[config.mk]
export PLATFORM = sky130hd
export DESIGN_NAME = pfi_delay_ram
export DESIGN_NICKNAME = d
export VERILOG_FILES = /design/src/rtl/pfi_pkg.sv /design/src/rtl/pfi_delay_ram.sv
export SDC_FILE = /design/constraint.sdc
export NUM_CORES = 1
export LEC_CHECK = 0
export BUFFER_PORTS_ARGS = -buffer_cell sky130_fd_sc_hd__buf_2
export CAP_MARGIN = 25
export CORE_MARGIN = 8
export CORE_UTILIZATION = 52
export DETAILED_ROUTE_END_ITERATION = 16
export GPL_TIMING_DRIVEN = 0
export PLACE_DENSITY = 0.68
export RECOVER_POWER = 25
export SYNTH_ARGS = -nofsm -noshare
export SYNTH_HDL_FRONTEND = slang
export SYNTH_SLANG_ARGS = --single-unit
[constraint.sdc]
create_clock -name clk -period 3.55 [get_ports clk]
set_clock_uncertainty 0.15 [all_clocks]
set_input_delay 0.5325 -clock clk [delete_from_list [all_inputs] [get_ports clk]]
set_output_delay 0.5325 -clock clk [all_outputs]
set_load 0.01 [all_outputs]
[src/rtl/pfi_pkg.sv]
// Shared types, constants and helper functions for the polyphase FIR interpolator.
`timescale 1ns / 1ps

package pfi_pkg;

  localparam int MaxInterp  = 16;
  localparam int MaxTaps    = 32;

  localparam int PhaseW     = $clog2(MaxInterp);
  localparam int TapW       = $clog2(MaxTaps);
  localparam int CoefAddrW  = PhaseW + TapW;
  localparam int FactorW    = 5;
  localparam int TapsW      = 6;
  localparam int CfgDataW   = 6;
  localparam int CfgIndexW  = 1;
  localparam int SampleW    = 16;
  localparam int CoefInW    = 16;
  localparam int CoefW      = 21;
  localparam int OutW       = 24;
  localparam int ProdW      = CoefW + SampleW;
  localparam int AccW       = ProdW + TapW;
  localparam int RoundShift = 15;

  // Request codes
  localparam logic [1:0] ReqSample = 2'd0;
  localparam logic [1:0] ReqCoef   = 2'd1;
  localparam logic [1:0] ReqClear  = 2'd2;

  // Configuration register indexes
  localparam logic [CfgIndexW-1:0] CfgFactor = 1'b0;
  localparam logic [CfgIndexW-1:0] CfgTaps   = 1'b1;

  typedef struct packed {
    logic [1:0]                req_type;
    logic signed [SampleW-1:0] sample_re;
    logic signed [SampleW-1:0] sample_im;
    logic [PhaseW-1:0]         coef_phase;
    logic [TapW-1:0]           coef_tap;
    logic signed [CoefInW-1:0] coef_value;
  } req_t;

  typedef struct packed {
    logic signed [OutW-1:0] out_re;
    logic signed [OutW-1:0] out_im;
    logic [PhaseW-1:0]      out_phase;
    logic                   last;
  } rsp_t;

  // Tags that travel with each tap product through the MAC
  typedef struct packed {
    logic vld;
    logic first;
    logic last;
  } tap_ctl_t;

  function automatic logic [FactorW-1:0] eff_factor(input logic [FactorW-1:0] l);
    logic [FactorW-1:0] r;
    r = l;
    if (l == '0) r = FactorW'(1);
    else if (l > FactorW'(MaxInterp)) r = FactorW'(MaxInterp);
    return r;
  endfunction

  function automatic logic [TapsW-1:0] eff_taps(input logic [TapsW-1:0] t);
    logic [TapsW-1:0] r;
    r = t;
    if (t == '0) r = TapsW'(1);
    else if (t > TapsW'(MaxTaps)) r = TapsW'(MaxTaps);
    return r;
  endfunction

endpackage

[src/rtl/pfi_delay_ram.sv]
// Sample delay line: memory with per-entry valid bits so reset and clear act at once.
`timescale 1ns / 1ps

module pfi_delay_ram (
  input  logic                          clk,
  input  logic                          rst,
  input  logic                          clr,
  input  logic                          we,
  input  logic [pfi_pkg::TapW-1:0]      waddr,
  input  logic [2*pfi_pkg::SampleW-1:0] wdata,
  input  logic [pfi_pkg::TapW-1:0]      raddr,
  output logic [2*pfi_pkg::SampleW-1:0] rdata
);

  logic [2*pfi_pkg::SampleW-1:0] mem [pfi_pkg::MaxTaps];
  logic [pfi_pkg::MaxTaps-1:0]   vld;

  always_ff @(posedge clk) begin
    if (rst || clr) begin
      vld <= '0;
    end else if (we) begin
      vld[waddr] <= 1'b1;
    end
  end

  always_ff @(posedge clk) begin
    if (we) begin
      mem[waddr] <= wdata;
    end
    // an entry not written since the last clear reads as zero
    rdata <= vld[raddr] ? mem[raddr] : '0;
  end

endmodule

==> impl_results.md <==
- Slew Viols, Final: 0
- Setup_tns: 0 ns
- Vias: 21841
- H-tree depth: 3
- Synth top area cells: edfxtp_1 74%, mux4_2 7.2%, mux2i_1 6.3%
- Worst Reg2Reg Path Length in Cells: 6
- Hold path cells: 3
- Routed len/inst: 29.9 um
- P_int: 21.0 mW
- Hold Vio Cnt, Final: 0
- Combinational power share: 0.054
- Average vias per placed instance: 6.33
- Critical path cell sequence: clkbuf_1, inv_1, clkbuf_1, clkbuf_1, a221oi_1, nor2_1, a21oi_1, and3_1
- First-pass GRT wire length: 151 mm
- Fin nets: 2355
- Row count: 103
- Starting Density: 0.525
- Slew headroom: 0.0252
- Max-cap violations: 0
- Initial antenna violation count: 4
- Switching power: 5.64 mW
- Most used cell, CP: clkbuf_1
- DR pass1 iterations: 8
- WL final: 103 mm
- Power per cell area: 561 nW/um^2
- Sw Ratio: 0.212
- CP max FO: 10
- Post-synthesis net count: 2141
- Clk pwr share: 0.412
- Die area: 89000 um^2
- Layout area overhead: 14.7%
- DRC errors left: 0
- Worst R2R End: rdata[5]
- Setup Viol. Count Final: 0
- I/O pin cnt: 78
- Synth Flop Type: edfxtp_1
- DIE WIDTH: 298 um
- Fmax: 339 MHz
- TritonCTS clock tree: done
- Static Leakage: 15.7 nW
- Worst r2r src: vld[31]
- Actual slew at the worst max-slew pin: 1.46 ns
- Skew-Pair Late Insertion Delay: 0.66 ns
- ANT nets after route: 0
- Hold Path End: vld[0]
- Crit share post-route: 0.830
- Reg clk slew, reported paths: 0.06 ns
- Peak VDD IR: 0.487 mV
- Async SR Flop Fraction: 0
- Clk buf depth: 3
- Area leader, netlist: edfxtp_1
- Final total power: 26.6 mW
- Post-Synthesis Cells: 2095
- CORE AREA: 79000 um^2
- Status: complete, no violations
- Seq/Total Area, Yosys: 0.773
- Worst Setup Path Type: in2reg
- Cts bufs inserted: 105
- Min-Delay Path Class: in2reg
- Slowest CP cell: clkbuf_1
- Yosys top cell area share: 0.742
- Total congestion overflow: 0
- Startpoint Class: input port
- Top cells by count, synth: 1024 x edfxtp_1, 261 x mux2i_1, 133 x mux4_2, 125 x a221oi_1, 68 x nor2_1
- Crit path time final: 2.95 ns
- Number of port buffers: 74
- #FFs+latches synth: 1088
- Hold buffer count at CTS: 0
- Non-Filler Instances: 3453
- Crit path DAT: 3.38 ns
- Cts repair resizes: 0
- Post-synth EDFFs: 1024
- Vias in the first global route: 22330
- Layout cells sized above 1: 0.197
- CP max stage delay: 0.53 ns
- Synth Area per Inst: 19.8 um^2
- Reg2Reg Setup Slack: 1.11 ns
- Unrepaired setup endpoints after global routing: false
- Post-CTS Setup Bufs: 0
- Placer Congestion: 0.827
- Fraction of power consumed by sequential logic: 0.534
- Count leader, synth: edfxtp_1
- Warnings from Yosys: 0
- Worst setup EP type: register
- Min-delay src: rst
- Mapped Area: 41400 um^2
- Initial drt markers: 2598
- Yosys cell types: 34
- Data required, critical path: 3.98 ns
- Overall routing resource usage: 0.229
- CTS root buf: clkbuf_16
- Die Height: 298 um
- Detailed placement HPWL: 68.4 mm
- Clk sinks: 1088
- Cells after DPL: 3252
- Largest net degree at the start of global routing: 33
power groups by stage:
stage               registers [mW]  logic, mW  clock network, mW
global placement              14.5       1.35                  0
finish                        14.2       1.43               11.0
global route                  14.2       1.51               11.6
CTS                           14.2       1.43               11.1
detailed placement            14.5       1.42                  0
floorplan                     14.5      0.753                  0
worst max-delay path by stage:
stage | endpoint | startpoint
floorplan | mem[12][0] | waddr[0]
global placement | mem[0][15] | waddr[0]
detailed placement | rdata[9] | raddr[4]
CTS | rdata[9] | raddr[4]
global route | rdata[14] | raddr[3]
finish | rdata[16] | raddr[3]
flip-flops by register name, indices dropped and copies added (netlist names):
| register | cells |
|---|---|
| vld | 32 |
| mem | 1024 |
| rdata | 32 |
per-layer routing:
layer / share of wire / vias up / track usage
met5: 0 / - / 0
met4: 0.037 / 0 / 0.0796
met3: 0.082 / 203 / 0.0414
met2: 0.48 / 1086 / 0.367
met1: 0.40 / 11406 / 0.317
li1: - / 9146 / -
critical path, delay by kind of cell:
kind | cells | cell delay, ns
AO/OA/AOI/OAI | 2 | 0.95
buffers and inverters | 4 | 1.55
AND/OR/NAND/NOR | 2 | 0.33
placed cells by master (no fill, tap or decap), types with 18 or more instances in the layout:
cell type | synthesis | routed
clkbuf_16 | 0 | 110
a221oi_1 | 125 | 125
nand3_1 | 36 | 36
edfxtp_1 | 1024 | 1024
nor3_1 | 32 | 32
o21a_1 | 32 | 32
a21oi_1 | 32 | 32
mux4_2 | 133 | 133
buf_2 | 22 | 76
mux2i_1 | 261 | 261
o21ai_0 | 64 | 64
clkinv_2 | 0 | 18
nor2_1 | 68 | 36
a22oi_1 | 32 | 32
buf_12 | 0 | 19
dfxtp_1 | 64 | 64
and3_1 | 33 | 33
clkbuf_1 | 66 | 117
nor2_4 | 0 | 32
cell families (layout without fill, tap and decap cells):
group / after synthesis / after routing / synth area share
flip-flops: 1088 / 1088 / 0.773
multiplexers: 396 / 396 / 0.136
AO/OA/AOI/OAI: 292 / 292 / 0.0514
AND/OR/NAND/NOR: 188 / 188 / 0.0225
buffers and inverters: 131 / 435 / 0.0174
other: 0 / 4 / 0
metrics by stage:
stage	instance area, um^2	worst slack (ns)	hold slack, ns	utilization
6_report	47500	0.604	0.152	0.602
5_1_grt	47500	0.637	0.142	0.602
4_1_cts	47500	0.743	0.0981	0.602
3_5_place_dp	44100	0.0576	0.303	0.559
3_3_place_gp	43100	-1.41	0.291	0.546
2_1_floorplan	41400	0.401	0.285	-
layout make-up:
cell class	count	area, um^2
Inverter	2	7.51
Tap cell	1050	1310
Fill cell	5537	31500
Clock buffer	155	3060
Timing Repair Buffer	107	1100
Buffer	129	714
Multi-Input combinational cell	876	8930
Sequential cell	1088	32000
Antenna cell	4	10.0
Clock inverter	42	359
No activity file was read; power rests on OpenSTA's default activity.
