==> config.mk <==
export PLATFORM = sky130hd
export DESIGN_NAME = pfi_mac
export DESIGN_NICKNAME = d
export VERILOG_FILES = /design/src/rtl/pfi_pkg.sv /design/src/rtl/pfi_mac.sv
export SDC_FILE = /design/constraint.sdc
export NUM_CORES = 2
export LEC_CHECK = 0
export BUFFER_PORTS_ARGS = -buffer_cell sky130_fd_sc_hd__buf_2
export CAP_MARGIN = 10
export CELL_PAD_IN_SITES_DETAIL_PLACEMENT = 0
export CELL_PAD_IN_SITES_GLOBAL_PLACEMENT = 1
export CORE_MARGIN = 2
export CORE_UTILIZATION = 51
export DETAILED_ROUTE_END_ITERATION = 8
export MAX_ROUTING_LAYER = met4
export PLACE_DENSITY = 0.88
export SETUP_SLACK_MARGIN = 0.2
export SYNTH_ARGS = -nofsm -noshare
export SYNTH_HDL_FRONTEND = slang
export SYNTH_SLANG_ARGS = --single-unit
==> constraint.sdc <==
create_clock -name clk -period 7.9 [get_ports clk]
set_input_delay 1.185 -clock clk [delete_from_list [all_inputs] [get_ports clk]]
set_output_delay 1.185 -clock clk [all_outputs]
set_load 0.1 [all_outputs]
==> src/rtl/pfi_pkg.sv <==
// Shared types, constants and helper functions for the polyphase FIR interpolator.
`timescale 1ns / 1ps

package pfi_pkg;

  localparam int MaxInterp  = 16;
  localparam int MaxTaps    = 32;

  localparam int PhaseW     = $clog2(MaxInterp);
  localparam int TapW       = $clog2(MaxTaps);
  localparam int CoefAddrW  = PhaseW + TapW;
  localparam int FactorW    = 5;
  localparam int TapsW      = 6;
  localparam int CfgDataW   = 6;
  localparam int CfgIndexW  = 1;
  localparam int SampleW    = 16;
  localparam int CoefInW    = 16;
  localparam int CoefW      = 21;
  localparam int OutW       = 24;
  localparam int ProdW      = CoefW + SampleW;
  localparam int AccW       = ProdW + TapW;
  localparam int RoundShift = 15;

  // Request codes
  localparam logic [1:0] ReqSample = 2'd0;
  localparam logic [1:0] ReqCoef   = 2'd1;
  localparam logic [1:0] ReqClear  = 2'd2;

  // Configuration register indexes
  localparam logic [CfgIndexW-1:0] CfgFactor = 1'b0;
  localparam logic [CfgIndexW-1:0] CfgTaps   = 1'b1;

  typedef struct packed {
    logic [1:0]                req_type;
    logic signed [SampleW-1:0] sample_re;
    logic signed [SampleW-1:0] sample_im;
    logic [PhaseW-1:0]         coef_phase;
    logic [TapW-1:0]           coef_tap;
    logic signed [CoefInW-1:0] coef_value;
  } req_t;

  typedef struct packed {
    logic signed [OutW-1:0] out_re;
    logic signed [OutW-1:0] out_im;
    logic [PhaseW-1:0]      out_phase;
    logic                   last;
  } rsp_t;

  // Tags that travel with each tap product through the MAC
  typedef struct packed {
    logic vld;
    logic first;
    logic last;
  } tap_ctl_t;

  function automatic logic [FactorW-1:0] eff_factor(input logic [FactorW-1:0] l);
    logic [FactorW-1:0] r;
    r = l;
    if (l == '0) r = FactorW'(1);
    else if (l > FactorW'(MaxInterp)) r = FactorW'(MaxInterp);
    return r;
  endfunction

  function automatic logic [TapsW-1:0] eff_taps(input logic [TapsW-1:0] t);
    logic [TapsW-1:0] r;
    r = t;
    if (t == '0) r = TapsW'(1);
    else if (t > TapsW'(MaxTaps)) r = TapsW'(MaxTaps);
    return r;
  endfunction

endpackage

==> src/rtl/pfi_mac.sv <==
// Shared complex multiply-accumulate with round-half-up and 24-bit saturation.
`timescale 1ns / 1ps

module pfi_mac (
  input  logic                              clk,
  input  logic                              rst,
  input  pfi_pkg::tap_ctl_t                 ctl,
  input  logic signed [pfi_pkg::CoefW-1:0]  coef,
  input  logic signed [pfi_pkg::SampleW-1:0] x_re,
  input  logic signed [pfi_pkg::SampleW-1:0] x_im,
  output logic                              res_vld,
  output logic signed [pfi_pkg::OutW-1:0]   res_re,
  output logic signed [pfi_pkg::OutW-1:0]   res_im
);

  localparam int ShW = pfi_pkg::AccW - pfi_pkg::RoundShift;

  pfi_pkg::tap_ctl_t                ctl2;
  logic signed [pfi_pkg::ProdW-1:0] prod_re;
  logic signed [pfi_pkg::ProdW-1:0] prod_im;
  logic signed [pfi_pkg::AccW-1:0]  acc_re;
  logic signed [pfi_pkg::AccW-1:0]  acc_im;
  logic                             acc_done;
  logic signed [pfi_pkg::AccW-1:0]  rnd_re;
  logic signed [pfi_pkg::AccW-1:0]  rnd_im;
  logic signed [ShW-1:0]            sh_re;
  logic signed [ShW-1:0]            sh_im;
  logic signed [pfi_pkg::OutW-1:0]  sat_re;
  logic signed [pfi_pkg::OutW-1:0]  sat_im;

  function automatic logic signed [pfi_pkg::OutW-1:0] sat_out(input logic signed [ShW-1:0] v);
    logic signed [pfi_pkg::OutW-1:0] r;
    r = v[pfi_pkg::OutW-1:0];
    // out of range when the bits above the output sign disagree with it
    if (v[ShW-1:pfi_pkg::OutW-1] != {(ShW-pfi_pkg::OutW+1){v[ShW-1]}}) begin
      r = v[ShW-1] ? {1'b1, {(pfi_pkg::OutW-1){1'b0}}} : {1'b0, {(pfi_pkg::OutW-1){1'b1}}};
    end
    return r;
  endfunction

  always_comb begin
    rnd_re = acc_re + pfi_pkg::AccW'(1 << (pfi_pkg::RoundShift - 1));
    rnd_im = acc_im + pfi_pkg::AccW'(1 << (pfi_pkg::RoundShift - 1));
    sh_re  = rnd_re[pfi_pkg::AccW-1:pfi_pkg::RoundShift];
    sh_im  = rnd_im[pfi_pkg::AccW-1:pfi_pkg::RoundShift];
    sat_re = sat_out(sh_re);
    sat_im = sat_out(sh_im);
  end

  always_ff @(posedge clk) begin
    if (rst) begin
      ctl2     <= '0;
      acc_done <= 1'b0;
      res_vld  <= 1'b0;
    end else begin
      ctl2     <= ctl;
      acc_done <= ctl2.vld && ctl2.last;
      res_vld  <= acc_done;
    end
  end

  always_ff @(posedge clk) begin
    prod_re <= coef * x_re;
    prod_im <= coef * x_im;
    if (ctl2.vld) begin
      acc_re <= ctl2.first ? pfi_pkg::AccW'(prod_re) : acc_re + pfi_pkg::AccW'(prod_re);
      acc_im <= ctl2.first ? pfi_pkg::AccW'(prod_im) : acc_im + pfi_pkg::AccW'(prod_im);
    end
    if (acc_done) begin
      res_re <= sat_re;
      res_im <= sat_im;
    end
  end

endmodule

==> results.py <==
metrics = {
    "cts": {
        "cts_max_path_buffers": 3,
        "htree_levels": 1,
        "cts.hold.buffers_added": 0,
        "cts_buffers": 26,
        "cts_sinks": 211,
        "clkLatencyLatePin_ns": 0.55,
        "cts_tree": "done",
        "path_clk_slew_ns": 0.07,
        "cts.repair.resized": 0,
        "root_buffer": "clkbuf_16",
        "cts_setup_buffers": 0,
    },
    "synth": {
        "synth-seq-cells": 211,
        "syn_area_um2": 36600,
        "ys_async_sr_fraction": 0,
        "synth-edff-count": 132,
        "ys_seq_area_frac": 0.152,
        "synth.distinct_cells": 79,
        "yosys_warnings": 0,
        "synth_flop_cell": "edfxtp_1",
        "avgSynthCellArea_um2": 9.13,
        "synthCells": 4008,
        "synthesis.nets": 5000,
    },
    "min_path": {
        "min_path_type": "register to register",
        "hold_depth": 2,
    },
    "flow_run": {
        "cap_violations": 0,
    },
    "global_routing": {
        "grt_overflow": 0,
        "antenna_found_initial": 6,
        "grt_pass1_wl_mm": 140,
        "track_usage": 0.239,
        "grt_max_degree": 74,
        "grt_pass1_vias": 27600,
    },
    "placement": {
        "io_buffer_count": 106,
        "place_inst": 4956,
        "dpl_cell_area_um2": 38100,
        "place_congestion": 0.870,
        "hpwlAfterDp_mm": 67.1,
    },
    "routing": {
        "postRouteAntennaNets": 0,
        "wl_met1_mm": 38.8,
        "dr_wl_met2_mm": 37.4,
        "met3_length_mm": 4.83,
        "drt_iter0_markers": 1789,
        "post-route-drc-count": 0,
        "first_pass_iters": 5,
        "wl_mm": 82.3,
        "vias_per_cell": 5.29,
        "route.vias.total": 26500,
        "wl_per_cell_um": 16.4,
        "top_layer": "met4",
    },
    "sta": {
        "max_freq_mhz": 141,
        "fin_skew_ns": 0.0138,
        "setup_viol": 0,
        "hold_viol": 0,
        "period_share": 0.900,
        "setup_tns_ns": 0,
        "worst_pin_slew_ns": 1.10,
        "slew_violations": 0,
        "fin_crit_ns": 7.11,
        "rsz0062_at_grt": "no",
        "hold_slack_ns": 0.408,
        "relSlewSlack": 0.266,
    },
    "setup_path": {
        "r2r_slack_ns": 4.24,
        "cp-start-kind": "input pin",
        "critPathKind": "input pin to register",
        "r2r_cells": 11,
        "critPathCaptureType": "register",
        "worstPathArrival_ns": 7.58,
        "crit_fanout": 25,
        "cp.required_ns": 8.37,
    },
    "cells_and_area": {
        "design_area_um2": 39000,
        "multiInputGateArea_um2": 27400,
        "layout.nets": 5026,
        "drive_gt1_frac": 0.0614,
        "seqCellArea_um2": 5550,
        "syn2layout_area_growth_pct": 6.66,
        "instances_no_fill": 5011,
        "fillers": 6447,
    },
    "floorplan": {
        "boundaryPins": 107,
        "die_h_um": 272,
        "die_width_um": 272,
        "core_um2": 71200,
        "start_util": 0.514,
        "die_area_um2": 73900,
        "num_rows": 98,
    },
    "run_status": {
        "outcome": "completed",
    },
}
==> final timing paths <==
| path | from | to |
|---|---|---|
| setup / recovery | coef[11] | prod_re[36] |
| hold / removal | ctl2[0] | acc_done |
| setup reg to reg | acc_re[10] | acc_re[39] |
| hold reg to reg | ctl2[0] | acc_done |
==> registers in the layout (all words and copies together), names as in the netlist <==
signal	flops
prod_im	37
res_im	24
acc_im	42
res_re	24
acc_done	1
acc_re	42
ctl2	3
res_vld	1
prod_re	37
==> area by class of cell <==
class,instances,area share
tap,950,0.0305
antenna,7,0.000449
timing repair buffer,168,0.0255
sequential,211,0.142
clock inverter,8,0.00192
inverter,807,0.0776
clock buffer,40,0.0206
multi-input combinational,2820,0.701
==> critical path, stage by stage <==
cell and delay, ns:
buf_2 0.50, buf_4 0.28, and2_1 0.16, fa_1 0.41, inv_1 0.08, fa_1 0.43, fa_1 0.51, inv_1 0.05
fa_1 0.49, fa_1 0.49, inv_1 0.05, fa_1 0.47, inv_1 0.04, ha_1 0.37, a21oi_1 0.16, o21bai_1 0.09
a21oi_1 0.19, o21ai_0 0.11, o211ai_1 0.32, o211ai_1 0.19, or4_1 0.46, a31o_2 0.26, a21oi_2 0.14, xnor2_1 0.13
==> routing by layer <==
metal | global-route usage | vias to the layer above
met5 | - | -
met4 | 0.0437 | 0
met3 | 0.0266 | 81
met2 | 0.373 | 667
met1 | 0.343 | 13300
li1 | - | 12500
==> layout by cell type, fill, tap and decap left out, types with 62 or more instances in the layout <==
| master | count |
|---|---|
| inv_1 | 805 |
| fa_1 | 666 |
| nand2_1 | 525 |
| ha_1 | 268 |
| and2_1 | 267 |
| a21oi_1 | 171 |
| nor2_1 | 132 |
| edfxtp_1 | 132 |
| o21ai_0 | 126 |
| xnor2_1 | 117 |
| buf_2 | 106 |
| dfxtp_1 | 76 |
| xor2_1 | 75 |
| a21o_1 | 72 |
| buf_4 | 62 |
==> cell families (layout without fill, tap and decap cells) <==
kind of cell | after synthesis | after routing | synth area share
multiplexers | 9 | 9 | 0.00263
adder cells (fa/ha/maj) | 934 | 934 | 0.456
AO/OA/AOI/OAI | 548 | 548 | 0.0948
AND/OR/NAND/NOR | 1137 | 1137 | 0.149
flip-flops | 211 | 211 | 0.152
XOR/XNOR | 192 | 192 | 0.0459
buffers and inverters | 977 | 1023 | 0.101
other | 0 | 7 | 0
==> through the flow <==
stage | setup WS (ns) | util
floorplan | 0.967 | -
global placement | 0.369 | 0.535
detailed placement | 0.277 | 0.535
CTS | 0.850 | 0.548
global route | 0.458 | 0.548
finish | 0.792 | 0.548
==> synth_stat cells, types with 7 or more instances <==
library cell | number | area (um^2)
o21bai_1 | 26 | 195
o31ai_1 | 8 | 60.1
a21oi_1 | 171 | 856
inv_1 | 805 | 3020
a31oi_1 | 17 | 106
nor2_1 | 132 | 495
o211ai_1 | 10 | 75.1
xor2_1 | 75 | 657
nand2b_1 | 31 | 194
nand2_1 | 525 | 1970
nor3_1 | 28 | 140
dfxtp_1 | 79 | 1580
or3_1 | 7 | 43.8
buf_2 | 7 | 35.0
xnor2_1 | 117 | 1020
or2_2 | 9 | 56.3
edfxtp_1 | 132 | 3960
a211oi_1 | 20 | 150
clkbuf_1 | 157 | 589
a21o_1 | 72 | 541
o21ai_1 | 9 | 45.0
o21ai_0 | 126 | 631
o21a_1 | 20 | 150
and2_1 | 267 | 1670
and4_1 | 7 | 61.3
nand3_1 | 46 | 230
a211o_1 | 7 | 61.3
nor2b_1 | 23 | 144
nand4_1 | 24 | 150
fa_1 | 666 | 13300
ha_1 | 268 | 3350
and3_1 | 21 | 131
a21boi_0 | 8 | 60.1
Power is left out: the tool's default activity adds up to more than one toggle a clock period on the data nets, which glitch-free logic cannot reach.
